===== config.mk =====
export PLATFORM = sky130hd
export DESIGN_NAME = eos_alu
export DESIGN_NICKNAME = d
export VERILOG_FILES = /design/src/rtl/core/eos_pkg.sv /design/src/rtl/core/eos_alu.sv
export SDC_FILE = /design/constraint.sdc
export NUM_CORES = 1
export LEC_CHECK = 0
export BUFFER_PORTS_ARGS = -buffer_cell sky130_fd_sc_hd__buf_2
export CORE_MARGIN = 2
export CORE_UTILIZATION = 50
export CTS_CLUSTER_DIAMETER = 50
export DETAILED_ROUTE_END_ITERATION = 7
export GPL_TIMING_DRIVEN = 1
export PLACE_DENSITY = 0.7
export REMOVE_ABC_BUFFERS = 1
export SYNTH_ARGS = -nofsm -noshare
export SYNTH_HDL_FRONTEND = slang
export SYNTH_SLANG_ARGS = --single-unit

===== constraint.sdc =====
create_clock -name clk -period 6.2 [get_ports clk]
set_input_delay 1.55 -clock clk [delete_from_list [all_inputs] [get_ports clk]]
set_output_delay 1.55 -clock clk [all_outputs]
set_load 0.01 [all_outputs]

===== src/rtl/core/eos_pkg.sv =====
package eos_pkg;

  localparam int SAMPLE_BITS     = 16;
  localparam int MARKER_BITS     = 16;
  localparam int DEF_MAX_SAMPLES = 65536;
  localparam int DEF_MAX_MARKERS = 64;

  localparam int CFG_IDX_BITS = 3;
  localparam int CFG_BITS     = 13;
  localparam int WIN_BITS     = 13;
  localparam int OVL_BITS     = 7;
  localparam int LOC_BITS     = 13;
  localparam int SENS_BITS    = 10;
  localparam int OPB_BITS     = SAMPLE_BITS;

  localparam logic [CFG_IDX_BITS-1:0] REG_WINDOW_SIZE   = 3'd0;
  localparam logic [CFG_IDX_BITS-1:0] REG_OVERLAP_RATIO = 3'd1;
  localparam logic [CFG_IDX_BITS-1:0] REG_LOCAL_WINDOW  = 3'd2;
  localparam logic [CFG_IDX_BITS-1:0] REG_SENSITIVITY   = 3'd3;
  localparam logic [CFG_IDX_BITS-1:0] REG_MONO_MODE     = 3'd4;

  localparam logic [WIN_BITS-1:0]  RST_WINDOW_SIZE   = 13'd1024;
  localparam logic [OVL_BITS-1:0]  RST_OVERLAP_RATIO = 7'd2;
  localparam logic [LOC_BITS-1:0]  RST_LOCAL_WINDOW  = 13'd16;
  localparam logic [SENS_BITS-1:0] RST_SENSITIVITY   = 10'd150;

  // Energy is scaled by this percentage base before the threshold compare.
  localparam logic [6:0] THRESH_SCALE = 7'd100;

  typedef enum logic {
    ALU_MUL,
    ALU_DIV
  } eos_op_t;

  typedef struct packed {
    logic    start;
    eos_op_t op;
  } eos_alu_ctl_t;

  typedef enum logic [4:0] {
    ST_LOAD,
    ST_HOP_GO,
    ST_HOP_WAIT,
    ST_PRE_RD,
    ST_PRE_SQL_GO,
    ST_PRE_SQL_WAIT,
    ST_PRE_SQR_GO,
    ST_PRE_SQR_WAIT,
    ST_FRM_CHK,
    ST_FRM_RD,
    ST_FRM_CALC,
    ST_FRM_END,
    ST_ONS_RD,
    ST_DIV_GO,
    ST_DIV_WAIT,
    ST_M1_GO,
    ST_M1_WAIT,
    ST_M2_GO,
    ST_M2_WAIT,
    ST_SNAP_RD,
    ST_SNAP_CHK,
    ST_REC,
    ST_NEXT,
    ST_OUT_RD,
    ST_OUT_LD,
    ST_OUT_WAIT
  } eos_state_t;

endpackage


===== src/rtl/core/eos_alu.sv =====
module eos_alu import eos_pkg::*; #(
  parameter int UW = 64
) (
  input  logic                clk,
  input  logic                rst,
  input  eos_alu_ctl_t        ctl,
  input  logic [UW-1:0]       opa,
  input  logic [OPB_BITS-1:0] opb,
  output logic                done,
  output logic [UW-1:0]       result
);

  localparam int CNT_W = $clog2(UW + 1);

  logic                busy;
  eos_op_t             op_r;
  logic [UW-1:0]       areg;
  logic [UW-1:0]       acc;
  logic [OPB_BITS-1:0] breg;
  logic [OPB_BITS-1:0] rem;
  logic [CNT_W-1:0]    cnt;
  logic [OPB_BITS:0]   trial;
  logic                fits;

  // Restoring division: one quotient bit per cycle, shifted into areg.
  always_comb begin
    trial = {rem, areg[UW-1]};
    fits  = (trial >= {1'b0, breg});
  end

  always_ff @(posedge clk) begin
    if (rst) begin
      busy <= 1'b0;
      done <= 1'b0;
    end else begin
      done <= 1'b0;
      if (ctl.start) begin
        busy <= 1'b1;
        op_r <= ctl.op;
        areg <= opa;
        breg <= opb;
        acc  <= '0;
        rem  <= '0;
        cnt  <= CNT_W'(UW);
      end else if (busy) begin
        if (op_r == ALU_MUL) begin
          // Shift-add multiply; stops as soon as no multiplier bits remain.
          if (breg == '0) begin
            busy <= 1'b0;
            done <= 1'b1;
          end else begin
            if (breg[0]) begin
              acc <= acc + areg;
            end
            areg <= areg << 1;
            breg <= breg >> 1;
          end
        end else begin
          if (fits) begin
            rem <= OPB_BITS'(trial - {1'b0, breg});
          end else begin
            rem <= trial[OPB_BITS-1:0];
          end
          areg <= {areg[UW-2:0], fits};
          cnt  <= cnt - 1'b1;
          if (cnt == CNT_W'(1)) begin
            busy <= 1'b0;
            done <= 1'b1;
          end
        end
      end
    end
  end

  assign result = (op_r == ALU_MUL) ? acc : areg;

endmodule


==> flow_summary.yaml <==
run_status:
  run_status: "completed"
clock_tree:
  cts.hold.buffers_added: 0
  worst_setup_hold_path_clk_slew_ps: 70
  cts.repair.resized: 0
  clkLatencyLatePin_ps: 440
  htree_num_levels: 4
  postCtsSetupRepairBufs: 0
  cts_sinks: 170
  cts_buffers: 17
  clockBufferDepth: 2
  ctsRootBufferMaster: "sky130_fd_sc_hd__clkbuf_16"
  clock_tree_from_tritoncts: "yes"
timing:
  finalMaxSlewViolations: 0
  worst_pin_slew_ps: 1080
  maxClockFrequency_mhz: 271
  totalNegativeSetupSlack_ps: 0
  slew-limit-headroom_pct: 27.9
  hold_viol_final: 0
  grt_setup_unrepaired: "no"
  final_period_minus_worst_setup_slack_ps: 3690
  clock_skew_ps: 16.3
  fin_crit_sh_pct: 59.4
  finalSetupViolations: 0
synthesis:
  synth.avg_cell_area_um2: 10.5
  synth-xor-area-share_pct: 4.74
  synth_top_family_by_area: "compound AO/OA/AOI/OAI gates"
  yosys_most_used_dff: "sky130_fd_sc_hd__edfxtp_1"
  synth_cells: 1166
  post_synth_num_cell_types: 81
  synth_largest_area_cell: "sky130_fd_sc_hd__edfxtp_1"
  synth-adder-area-share_pct: 8.65
  warnings_from_yosys: 0
  yosys.area.top_type_share_pct: 41.4
  synth-edff-count: 168
  synth.cell_area_um2: 12200
  synth.ff_latch_count: 170
  synth.area.mux_share_pct: 13.3
  synth_compound_gate_area_share_pct: 15.4
  synth.top_cells.by_area: "sky130_fd_sc_hd__edfxtp_1 41%, sky130_fd_sc_hd__mux2_2 12%, sky130_fd_sc_hd__ha_1 8.3%"
  synthSimpleGateAreaFrac_pct: 12.3
  ys_async_sr_fraction_pct: 0
  ys_seq_area_share_pct: 41.7
worst_setup_path:
  worst_ep_arrival_time_ps: 2140
  crit_fanout: 70
  r2r_slack_ps: 2680
  r2r_end: "acc[60]$_SDFFCE_PP0P_"
  critical_path.endpoint_type: "output port"
  critPathLaunchType: "register"
  critical_path_start: "op_r$_DFFE_PP_"
  critPathCapture: "result[12]"
  required_ps: 4650
  reg2reg_from: "areg[0]$_DFFE_PP_"
  setup.worst_path.class: "register to output port"
  r2r_cells: 11
finish:
  fin_nets: 1452
  layout.filler_cells: 2211
  multi_input_area_um2: 6640
  layout.area.seq_um2: 5080
  stdcell_count: 1622
  layout-drive-gt1-share_pct: 26.2
  antenna-diode-count: 0
  syn2layout_area_growth_pct: 11.8
  mostFrequentLayoutCells: "168 x sky130_fd_sc_hd__edfxtp_1, 147 x sky130_fd_sc_hd__buf_2, 127 x sky130_fd_sc_hd__mux2_2"
  final_common_cell: "sky130_fd_sc_hd__edfxtp_1"
power_and_ir_drop:
  power_leakage_nw: 5.45
  power-per-cell-area_nw_per_um2: 252
  peakVddDrop_v: 0.000137
detailed_routing:
  wl_met2_mm: 13.4
  dr_wl_met3_mm: 1.49
  met1Wirelength_mm: 12.8
  drcViolationCount: 0
  routed-via-count: 9306
  wl_per_cell_um: 17.4
  viasPerCell: 5.74
  drt_iter0_markers: 764
  drt-pass1-iter-count: 5
  detail_route.wirelength_mm: 28.3
  postRouteAntennaNets: 0
  maxUsedRoutingLayer: "met4"
global_route:
  antenna_found_initial: 0
  grt_pass1_wl_mm: 46.4
  grt_overflow: 0
  grt_start_max_net_pins: 79
  total_track_usage_pct: 22.2
  grt_pass1_vias: 9351
die:
  core.rowCount: 57
  floorplan.die.height_um: 160
  floorplan.core_area_um2: 24100
  start_util_pct: 50.6
  dieArea_um2: 25600
  die_width_um: 160
  ioPinCount: 149
worst_hold_path:
  worst_hold_path_type: "register to register"
flow_run:
  cap_violations: 0
place:
  buffers_added_on_ports: 148
  globalplace.congestion: 0.899
  dp_hpwl_mm: 20.8
  dp.cells: 1590
[area by class of cell]
| cell class | count | area share (%) |
|---|---|---|
| Clock buffer | 20 | 3.21 |
| Inverter | 36 | 0.992 |
| Timing Repair Buffer | 158 | 6.03 |
| Sequential cell | 170 | 37.3 |
| Clock inverter | 12 | 0.726 |
| Tap cell | 324 | 2.98 |
| Multi-Input combinational cell | 902 | 48.7 |
[sequential cells by signal (all words and copies together), names as in the netlist]
register	cells
acc	64
areg	64
breg	16
busy	1
cnt	7
done	1
op_r	1
rem	16
[stage by stage]
step | power (mW) | setup slack (ps) | util [%] | hold slack [ps] | cell area, um^2
2_1_floorplan | 2.16 | 533 | - | 495 | 11800
3_3_place_gp | 2.41 | 2460 | 54.3 | 593 | 13100
3_5_place_dp | 2.42 | 2430 | 54.3 | 599 | 13100
4_1_cts | 3.44 | 2510 | 56.5 | 608 | 13600
5_1_grt | 3.60 | 2420 | 56.5 | 624 | 13600
6_report | 3.43 | 2520 | 56.5 | 605 | 13600
[power breakdown]
group          leakage, nW  total (mW)  internal, mW  switching [mW]
registers             1.62        1.44          1.38          0.0523
logic                 3.57       0.974         0.418           0.556
clock network        0.260        1.02         0.551           0.470
[worst min path at each step]
stage | startpoint | cells after the start | slack (ps) | to
floorplan | busy$_SDFF_PP0_ | 1 | 490 | done$_SDFF_PP0_
global placement | rem[1]$_SDFFCE_PP0P_ | 2 | 590 | rem[2]$_SDFFCE_PP0P_
detailed placement | busy$_SDFF_PP0_ | 1 | 600 | done$_SDFF_PP0_
CTS | busy$_SDFF_PP0_ | 1 | 610 | done$_SDFF_PP0_
global route | busy$_SDFF_PP0_ | 1 | 620 | done$_SDFF_PP0_
finish | busy$_SDFF_PP0_ | 1 | 610 | done$_SDFF_PP0_
[Yosys cell counts (18+ instances only)]
cell type	number
sky130_fd_sc_hd__clkbuf_1	26
sky130_fd_sc_hd__xor2_1	26
sky130_fd_sc_hd__ha_1	81
sky130_fd_sc_hd__nor2_1	120
sky130_fd_sc_hd__nand3_1	18
sky130_fd_sc_hd__xnor2_1	40
sky130_fd_sc_hd__nand4_1	24
sky130_fd_sc_hd__a21oi_1	92
sky130_fd_sc_hd__o21ai_0	61
sky130_fd_sc_hd__nand2_1	77
sky130_fd_sc_hd__inv_1	36
sky130_fd_sc_hd__edfxtp_1	168
sky130_fd_sc_hd__a21o_1	34
sky130_fd_sc_hd__mux2_2	127
[metal layers]
layer	vias up	track usage, %
met3	47	4.23
met2	243	37.4
li1	4621	-
met1	4395	29.6
met4	0	5.77
met5	-	0
[worst max-delay path, cell delays in order, from the launching register on]
cell and delay (ps):
sky130_fd_sc_hd__edfxtp_1 320, sky130_fd_sc_hd__buf_4 700, sky130_fd_sc_hd__mux2_2 460, sky130_fd_sc_hd__buf_2 150
[cells by family (layout without fill, tap and decap cells)]
family,count (synthesis),after routing
mux,145,145
compound gates,289,289
fa+ha+maj,83,83
buf+inv,94,226
simple gates,319,319
xor+xnor,66,66
flops,170,170
No activity file was read; power rests on OpenSTA's default activity.
